$ cat config.mk
export PLATFORM = sky130hd
export DESIGN_NAME = nss_emit
export DESIGN_NICKNAME = d
export VERILOG_FILES = /design/src/hw/rtl/nss_pkg.sv /design/src/hw/rtl/nss_emit.sv
export VERILOG_INCLUDE_DIRS = /design/src /design/src/hw/rtl
export SDC_FILE = /design/constraint.sdc
export NUM_CORES = 1
export LEC_CHECK = 0
export ABC_AREA = 1
export BUFFER_PORTS_ARGS = -buffer_cell sky130_fd_sc_hd__buf_2
export CORE_AREA = 10 10 366 368
export DETAILED_ROUTE_END_ITERATION = 10
export DIE_AREA = 0 0 376 378
export PLACE_DENSITY = 0.57
export SETUP_SLACK_MARGIN = 0.2
export SYNTH_ARGS = -nofsm -noshare
export SYNTH_HDL_FRONTEND = slang
export SYNTH_SLANG_ARGS = --single-unit
$ cat constraint.sdc
create_clock -name clock -period 14.12 [get_ports clock]
set_clock_uncertainty 0.2 [all_clocks]
set_input_delay 1.412 -clock clock [delete_from_list [all_inputs] [get_ports clock]]
set_output_delay 1.412 -clock clock [all_outputs]
set_load 0.02 [all_outputs]
$ cat src/hw/rtl/numeric_stream_statistics_top_defines.svh
// Assertion macros for the numeric stream statistics RTL, used by the result emitter.
`ifndef NUMERIC_STREAM_STATISTICS_TOP_DEFINES_SVH
`define NUMERIC_STREAM_STATISTICS_TOP_DEFINES_SVH
`ifndef SYNTHESIS
// Property must hold at every rising clock edge outside reset.
`define NSS_ASSERT(lbl, clk, rst, prop, msg) \
   lbl: assert property (@(posedge clk) disable iff (rst) prop) else $error(msg);
// Condition must never be true outside reset.
`define NSS_NEVER(lbl, clk, rst, cond, msg) \
   lbl: assert property (@(posedge clk) disable iff (rst) !(cond)) else $error(msg);
`else
`define NSS_ASSERT(lbl, clk, rst, prop, msg)
`define NSS_NEVER(lbl, clk, rst, cond, msg)
`endif
`endif

$ cat src/hw/rtl/nss_pkg.sv
// Shared types, constants and helper functions for the numeric stream statistics block.
package nss_pkg;

   localparam int          NUM_STATS = 18;
   localparam logic [63:0] SIGN_BIT  = 64'h8000_0000_0000_0000;
   localparam logic [63:0] S64_MAX   = 64'h7FFF_FFFF_FFFF_FFFF;
   localparam logic [6:0]  NO_TZ     = 7'd64;

   localparam logic [1:0] WIDTH_1B = 2'd0;
   localparam logic [1:0] WIDTH_2B = 2'd1;
   localparam logic [1:0] WIDTH_4B = 2'd2;
   localparam logic [1:0] WIDTH_8B = 2'd3;

   localparam logic [4:0] STAT_COUNT    = 5'd0;
   localparam logic [4:0] STAT_UMIN     = 5'd1;
   localparam logic [4:0] STAT_UMAX     = 5'd2;
   localparam logic [4:0] STAT_USUM     = 5'd3;
   localparam logic [4:0] STAT_SMIN     = 5'd4;
   localparam logic [4:0] STAT_SMAX     = 5'd5;
   localparam logic [4:0] STAT_SSUM     = 5'd6;
   localparam logic [4:0] STAT_MAXRUN   = 5'd7;
   localparam logic [4:0] STAT_MAXUDLT  = 5'd8;
   localparam logic [4:0] STAT_MAXSDLT  = 5'd9;
   localparam logic [4:0] STAT_ZEROS    = 5'd10;
   localparam logic [4:0] STAT_UPS      = 5'd11;
   localparam logic [4:0] STAT_DOWNS    = 5'd12;
   localparam logic [4:0] STAT_DMIN     = 5'd13;
   localparam logic [4:0] STAT_DMAX     = 5'd14;
   localparam logic [4:0] STAT_MINTZ    = 5'd15;
   localparam logic [4:0] STAT_URANGE   = 5'd16;
   localparam logic [4:0] STAT_SRANGE   = 5'd17;

   // Frozen end-of-block totals handed from the accumulator to the emitter.
   typedef struct packed {
      logic [31:0] count;
      logic [63:0] umin;
      logic [63:0] umax;
      logic [63:0] usum;
      logic [63:0] smin;
      logic [63:0] smax;
      logic [63:0] sum_lo;
      logic [63:0] sum_hi;
      logic [1:0]  sum_adj;   // pending -1/0/+1 still owed to sum_hi
      logic [31:0] run_best;
      logic [63:0] udelta;
      logic [63:0] sdelta;
      logic [31:0] zeros;
      logic [31:0] ups;
      logic [31:0] downs;
      logic [63:0] dmin;
      logic [63:0] dmax;
      logic [6:0]  mintz;
   } nss_snap_type;

   function automatic logic [63:0] lane_mask(input logic [1:0] code);
      logic [63:0] m;
      case (code)
         WIDTH_1B: m = 64'h0000_0000_0000_00FF;
         WIDTH_2B: m = 64'h0000_0000_0000_FFFF;
         WIDTH_4B: m = 64'h0000_0000_FFFF_FFFF;
         default:  m = '1;
      endcase
      return m;
   endfunction

   function automatic logic [63:0] sign_ext(input logic [63:0] v, input logic [1:0] code);
      logic [63:0] m;
      logic [63:0] t;
      logic        sgn;
      m = lane_mask(code);
      t = v & m;
      case (code)
         WIDTH_1B: sgn = t[7];
         WIDTH_2B: sgn = t[15];
         WIDTH_4B: sgn = t[31];
         default:  sgn = 1'b0;
      endcase
      return sgn ? (t | ~m) : t;
   endfunction

   function automatic logic s_less(input logic [63:0] a, input logic [63:0] b);
      return $signed(a) < $signed(b);
   endfunction

   function automatic logic [31:0] sat_inc32(input logic [31:0] x);
      return (x == '1) ? x : x + 32'd1;
   endfunction

   // Index of the lowest set bit; 64 when the word is zero.
   function automatic logic [6:0] tz64(input logic [63:0] v);
      logic [6:0] n;
      n = NO_TZ;
      for (int i = 63; i >= 0; i--) begin
         if (v[i]) n = 7'(i);
      end
      return n;
   endfunction

endpackage

$ cat src/hw/rtl/nss_emit.sv
// Result emitter: holds one block snapshot and streams its statistics one per cycle unless rsp_stall holds them.
`include "numeric_stream_statistics_top_defines.svh"
module nss_emit (
   input  logic                  clock,
   input  logic                  reset,
   input  logic                  snap_load,
   input  nss_pkg::nss_snap_type snap,
   output logic                  snap_busy,
   output logic                  rsp_valid,
   input  logic                  rsp_stall,
   output logic [4:0]            rsp_stat_id,
   output logic [63:0]           rsp_stat_value,
   output logic                  rsp_last_stat
);
   import nss_pkg::*;

   nss_snap_type snap_ff, snap_in;
   logic         busy_ff, busy_in;
   logic [4:0]   idx_ff, idx_in;
   logic         rsp_valid_ff, rsp_valid_in;
   logic [4:0]   rsp_id_ff, rsp_id_in;
   logic [63:0]  rsp_value_ff, rsp_value_in;
   logic         rsp_last_ff, rsp_last_in;
   logic         load_out, at_last;
   logic [63:0]  stat_sel, hi_final, ext;

   assign snap_busy      = busy_ff;
   assign rsp_valid      = rsp_valid_ff;
   assign rsp_stat_id    = rsp_id_ff;
   assign rsp_stat_value = rsp_value_ff;
   assign rsp_last_stat  = rsp_last_ff;

   assign load_out = busy_ff && (!rsp_valid_ff || !rsp_stall);
   assign at_last  = idx_ff == STAT_SRANGE;

   always_comb begin
      hi_final = snap_ff.sum_hi + {{62{snap_ff.sum_adj[1]}}, snap_ff.sum_adj};
      ext      = {64{snap_ff.sum_lo[63]}};
      case (idx_ff)
         STAT_COUNT:   stat_sel = {32'd0, snap_ff.count};
         STAT_UMIN:    stat_sel = snap_ff.umin;
         STAT_UMAX:    stat_sel = snap_ff.umax;
         STAT_USUM:    stat_sel = snap_ff.usum;
         STAT_SMIN:    stat_sel = snap_ff.smin;
         STAT_SMAX:    stat_sel = snap_ff.smax;
         STAT_SSUM: begin
            if (hi_final == ext) stat_sel = snap_ff.sum_lo;
            else                 stat_sel = hi_final[63] ? SIGN_BIT : S64_MAX;
         end
         STAT_MAXRUN:  stat_sel = {32'd0, snap_ff.run_best};
         STAT_MAXUDLT: stat_sel = snap_ff.udelta;
         STAT_MAXSDLT: stat_sel = snap_ff.sdelta;
         STAT_ZEROS:   stat_sel = {32'd0, snap_ff.zeros};
         STAT_UPS:     stat_sel = {32'd0, snap_ff.ups};
         STAT_DOWNS:   stat_sel = {32'd0, snap_ff.downs};
         STAT_DMIN:    stat_sel = snap_ff.dmin;
         STAT_DMAX:    stat_sel = snap_ff.dmax;
         STAT_MINTZ:   stat_sel = {57'd0, snap_ff.mintz};
         STAT_URANGE:  stat_sel = snap_ff.umax - snap_ff.umin;
         STAT_SRANGE:  stat_sel = snap_ff.smax - snap_ff.smin;
         default:      stat_sel = '0;
      endcase

      snap_in      = snap_load ? snap : snap_ff;
      busy_in      = busy_ff;
      idx_in       = idx_ff;
      rsp_valid_in = rsp_valid_ff && rsp_stall;
      rsp_id_in    = rsp_id_ff;
      rsp_value_in = rsp_value_ff;
      rsp_last_in  = rsp_last_ff;
      if (load_out) begin
         rsp_valid_in = 1'b1;
         rsp_id_in    = idx_ff;
         rsp_value_in = stat_sel;
         rsp_last_in  = at_last;
         idx_in       = at_last ? 5'd0 : idx_ff + 5'd1;
         busy_in      = !at_last;
      end
      if (snap_load) busy_in = 1'b1;
   end

   always_ff @(posedge clock) begin
      if (reset) begin
         busy_ff      <= 1'b0;
         idx_ff       <= 5'd0;
         rsp_valid_ff <= 1'b0;
      end else begin
         busy_ff      <= busy_in;
         idx_ff       <= idx_in;
         rsp_valid_ff <= rsp_valid_in;
      end
   end

   always_ff @(posedge clock) begin
      snap_ff      <= snap_in;
      rsp_id_ff    <= rsp_id_in;
      rsp_value_ff <= rsp_value_in;
      rsp_last_ff  <= rsp_last_in;
   end

   `NSS_NEVER(a_idx_range, clock, reset, idx_ff > STAT_SRANGE, "stat index out of range")
   `NSS_NEVER(a_snap_overrun, clock, reset, snap_load && busy_ff, "snapshot overwritten while busy")
   `NSS_ASSERT(a_last_matches_id, clock, reset, rsp_valid_ff |-> (rsp_last_ff == (rsp_id_ff == STAT_SRANGE)), "last flag disagrees with stat id")
   `NSS_ASSERT(a_done_frees, clock, reset, (load_out && at_last && !snap_load) |=> (!busy_ff && idx_ff == 5'd0), "emitter not idle after last stat")

endmodule
# After elaboration in Yosys (flattened, before gate mapping)
# Index checks and enable logic that the tools add are counted.
classes:
  n_mux: 7
  add_sub_neg: 4
  eq_ne: 18
  reduce_logical: 8
ops:
  columns: ["op", "n"]
  rows:
  - ["$pmux W64 S18", 1]
  - ["$mux W64", 2]
  - ["$sub A64 B64 Y64", 2]
  - ["$add A64 B64 Y64", 1]
  - ["$eq A64 B64 Y1", 1]
  - ["$eq A5 B4 Y1 const B", 8]
  - ["$eq A5 B3 Y1 const B", 4]
  - ["$eq A5 B2 Y1 const B", 2]
  - ["$eq A5 B5 Y1 const B", 2]
  - ["$add A5 B1 Y5 const B", 1]
  - ["$eq A5 B1 Y1 const B", 1]
  - ["$logic_not A5 Y1", 1]
  - ["$mux W5", 1]
  - ["$logic_not A1 Y1", 3]
  - ["$mux W1", 3]
  - ["$logic_and A1 B1 Y1", 2]
  - ["$reduce_bool A2 Y1", 1]
  - ["$logic_or A1 B1 Y1", 1]
totals:
  inputBits: 877
  reg_bits: 950
  output_inout_bits: 72
  word_cells: 61

# Longest topological paths before layout
depth:
  word_depth: 5
  depth_mapped: 27
  mapped_depth_nobuf: 26

# Least setup slack after synthesis
# No wires, ideal clock.
synth_path:
  kind: "register -> register"
  startpoint: "register snap_ff[392] (netlist bit)"
  endpoint: "register rsp_value_ff[11] (netlist: rsp_stat_value[11]) (data pin)"
  period_less_slack_ns: 4.460
  path_buffers: 1
  required_ns: 13.658
  setup_time_ns: 0.262
  arrival_ns: 3.998
  stages_incl_launch_ff: 24
  slack_ns: 9.660
  path_cell_list: "edfxtp_1 > inv_1 > fa_1 > inv_1 > nand3_1 > nor2_1 > nand2_1 > nand3_2 > nand2_1 > nand2_1 > nand3_1 > nand2_1 > nand2_1 > nand2_1 > inv_2 > nand2_1 > nand2_1 > nor2_1 > nand3_1 > nor2_8 > buf_2 > nand3_1 > nand3_1 > nand3_1"
synth_between:
  elab_chain_len: 4
  elab_cells_between_ends: 5
  classes_between: "add/sub (1); eq/ne (1); mux (3)"
synth_lines:
  columns: ["item", "line_no", "rtl"]
  rows:
  - ["from (decl)", "nss_emit.sv:17", "nss_snap_type snap_ff, snap_in;"]
  - ["from (signal assigned)", "nss_emit.sv:95", "snap_ff <= snap_in;"]
  - ["$add A64 B64 Y64 *", "nss_emit.sv:37", "hi_final = snap_ff.sum_hi + {{62{snap_ff.sum_adj[1]}}, snap_ff.sum_adj};"]
  - ["$eq A64 B64 Y1 / $mux W64 (equally long branches)", "nss_emit.sv:47, nss_emit.sv:48", null]
  - ["$mux W64 *", "nss_emit.sv:47", "if (hi_final == ext) stat_sel = snap_ff.sum_lo;"]
  - ["$pmux W64 S18 *", "nss_emit.sv:39", "case (idx_ff)"]
  - ["named net stat_sel[11]", "nss_emit.sv:25", "logic [63:0] stat_sel, hi_final, ext;"]
  - ["to (signal assigned)", "nss_emit.sv:97", "rsp_value_ff <= rsp_value_in;"]
  - ["to (decl)", "nss_emit.sv:22", "logic [63:0] rsp_value_ff, rsp_value_in;"]
# The timed path passes the listed nets; every way through them passes the cells marked *.
# A chain may end at the register's enable or synchronous reset.

# Worst setup path in the final report
layout_path:
  startpoint: "register snap_ff[392] (netlist bit)"
  endpoint: "register rsp_value_ff[59] (netlist: rsp_stat_value[59]) (data pin)"
# Same word-level chain as after synthesis.

==> results.tsv <==
metric	value	unit
status	finished with violations	
failing checks	capacitance limit, slew limit	
R2R Setup Slk	8230	ps
Tmin final	5890	ps
DRT antenna net count	0	
met2 GRT Util	0.566	
Finished Cell Area	60900	µm²
Cells after Synth	5393	
sequential fraction of the synthesis area	0.563	
MaxCap Viol Count	1	
port bufs	948	
M1 GR Usage	0.432	
CTS Hold Bufs	0	
Max-slew headroom	-0.111	
cell taking the most area after synthesis	edfxtp_1	
Req. time, crit path	14470	ps
commonest non-fill, non-tap cells in the layout	nand2_1 (1337), buf_2 (947), edfxtp_1 (943)	
largest cells by area after synthesis	edfxtp_1 (56%), nand2_1 (9.9%), inv_1 (5.8%), ha_1 (4.8%), nor2_1 (3.3%)	
main combinational cell family by area after synthesis	simple AND/OR/NAND/NOR gates	
Final TNS setup	0	ps
DR pass1 iterations	8	
min-delay worst type	register to register	
drt wl/cell	30.4	µm
maximum clock rate	170	MHz
first-pass GRT wire length	337000	µm
most common cell after layout, fill and taps aside	nand2_1	
Post-DP HPWL	204000	µm
layout cells sized above 1	0.189	
Layout area overhead	20.5	%
overall routed net length	249000	µm
Final Max Slew Viols	2	
Synth Area in Compound Gates	0.115	
clk root buf	clkbuf_16	
CP Launch Type	register	
CTS tree	built	
CP max FO	64	
largest net degree at the start of global routing	181	
Max IR drop VDD	126	µV
Cell Area, Synth	50500	µm²
Synth Area in Simple Gates	0.196	
fin crit share	0.417	
post-synthesis mux area share	0	
RePlAce Congestion	0.996	
EDFF count, synth	943	
Leakage	26.6	nW
area post-placement	57500	µm²
Vias/cell	5.57	
GRT Overall Usage	0.336	
vias in the first global route	44400	
postcts setup bufs	0	
die area	142000	µm²
syn_area_per_cell	9.37	µm²
Worst-Skew Late Latency	770	ps
final number of setup-violating endpoints	0	
worst-margin pin slew	1630	ps
Clock Path Buffers	3	
Clock Sinks	950	
Reg clk slew, reported paths	60	ps
ys flop type	edfxtp_1	
total power	8.00	mW
Post-synth ARST share	0	
post-cts resize count	0	
total gr overflow	0	
initial core utilization	0.399	
met3 Use GR	0.0602	
xor/xnor cell area share of the yosys netlist	0.00693	
# DRC	0	
die span in y	378	µm
H-tree levels	3	
Synth Net Count	6467	
CP arrival	6240	ps
synthesized-area fraction occupied by adder cells	0.0492	
top-area cell type share of the netlist area	0.561	
Netlist cell types	59	
RSZ-0062 raised after global routing	no	
WS Path Type	register to register	
vias	45600	
final net count	7466	
Syn. warnings	0	
power density cells	131	nW/µm²
Core Area	127000	µm²
initial antenna violation count	119	
DR iter-0 viols	5463	
I/O pin count	949	
CTS Buf Count	105	
gr busiest metal	met2	
row count	131	
final hold violations	0	
die width	376	µm
synthesized flop and latch total	950	
Crit. End Element	register	
worst max-delay path: stages (launching register included):
cell,delay [ps]
edfxtp_1,320
buf_4,640
ha_1,410
nand2_1,170
nor2_1,260
nand2_1,190
nor2_1,590
nand3_1,390
nand3_1,180
nand2_1,60
nand2_1,130
nand2_1,70
nand2_1,50
nand2_1,60
inv_2,50
nand3_1,160
nor2_8,130
buf_4,650
nand3_4,180
nand2_8,410
nand3_1,120
nand3_1,120
layer usage:
layer	vias up	part of all wire
met5	-	0.00044
met4	18	0.041
met3	426	0.081
met2	2302	0.48
met1	22200	0.40
li1	20700	-
synth_stat cells, types with 28 or more instances:
library cell	n
nand3_1	310
a221oi_1	70
a21oi_1	336
inv_1	784
o21ai_0	257
nand4_1	72
a22o_1	48
a211oi_1	34
nor2_1	449
nor3_1	28
nand2_1	1337
edfxtp_1	943
ha_1	194
a31oi_1	47
nand3b_1	62
clkbuf_1	84
where the power goes:
part,total (mW),internal [mW],leakage (nW),switching [mW]
combinational,1.82,0.534,15.8,1.28
clock,2.67,1.47,1.58,1.21
sequential,3.51,3.39,9.29,0.123
total,8.00,5.39,26.6,2.61
state kept, by name, summed over array words and instances (netlist names):
name,flops
snap_ff,872
ext,1
snap_busy,1
rsp_last_stat,1
idx_ff,5
rsp_stat_value,64
rsp_stat_id,5
rsp_valid,1
layout make-up:
type                    instances  area (µm²)
well taps                    1662        2080
multi-input cells            3527       18700
clock buffers                 130        2720
diodes                         61         153
flip-flops and latches        950       28500
inverters                     806        3030
fillers                     12300       65800
repair buffers               1002        5200
clock inverters                57         548
final timing paths:
check                    start                 end  cells past startpoint
setup / recovery  snap_ff[392]  rsp_stat_value[59]                     21
hold / removal       rsp_valid           rsp_valid                      2
setup reg to reg  snap_ff[392]  rsp_stat_value[59]                     21
hold reg to reg      rsp_valid           rsp_valid                      2
through the flow:
step / util / setup WS (ps) / hold WS, ps / instances
2_1_floorplan: - / 9660 / 282 / 5393
3_3_place_gp: 0.453 / 8250 / 283 / 7945
3_5_place_dp: 0.454 / 8260 / 285 / 7947
4_1_cts: 0.479 / 8240 / 295 / 8134
5_1_grt: 0.480 / 7860 / 351 / 8172
6_report: 0.481 / 8230 / 295 / 8195
logic make-up after synthesis:
group / after synthesis
compound gates: 948
xor+xnor: 40
fa+ha+maj: 197
buf+inv: 916
flops: 950
simple gates: 2342
Power figures use the tool's default switching activity.
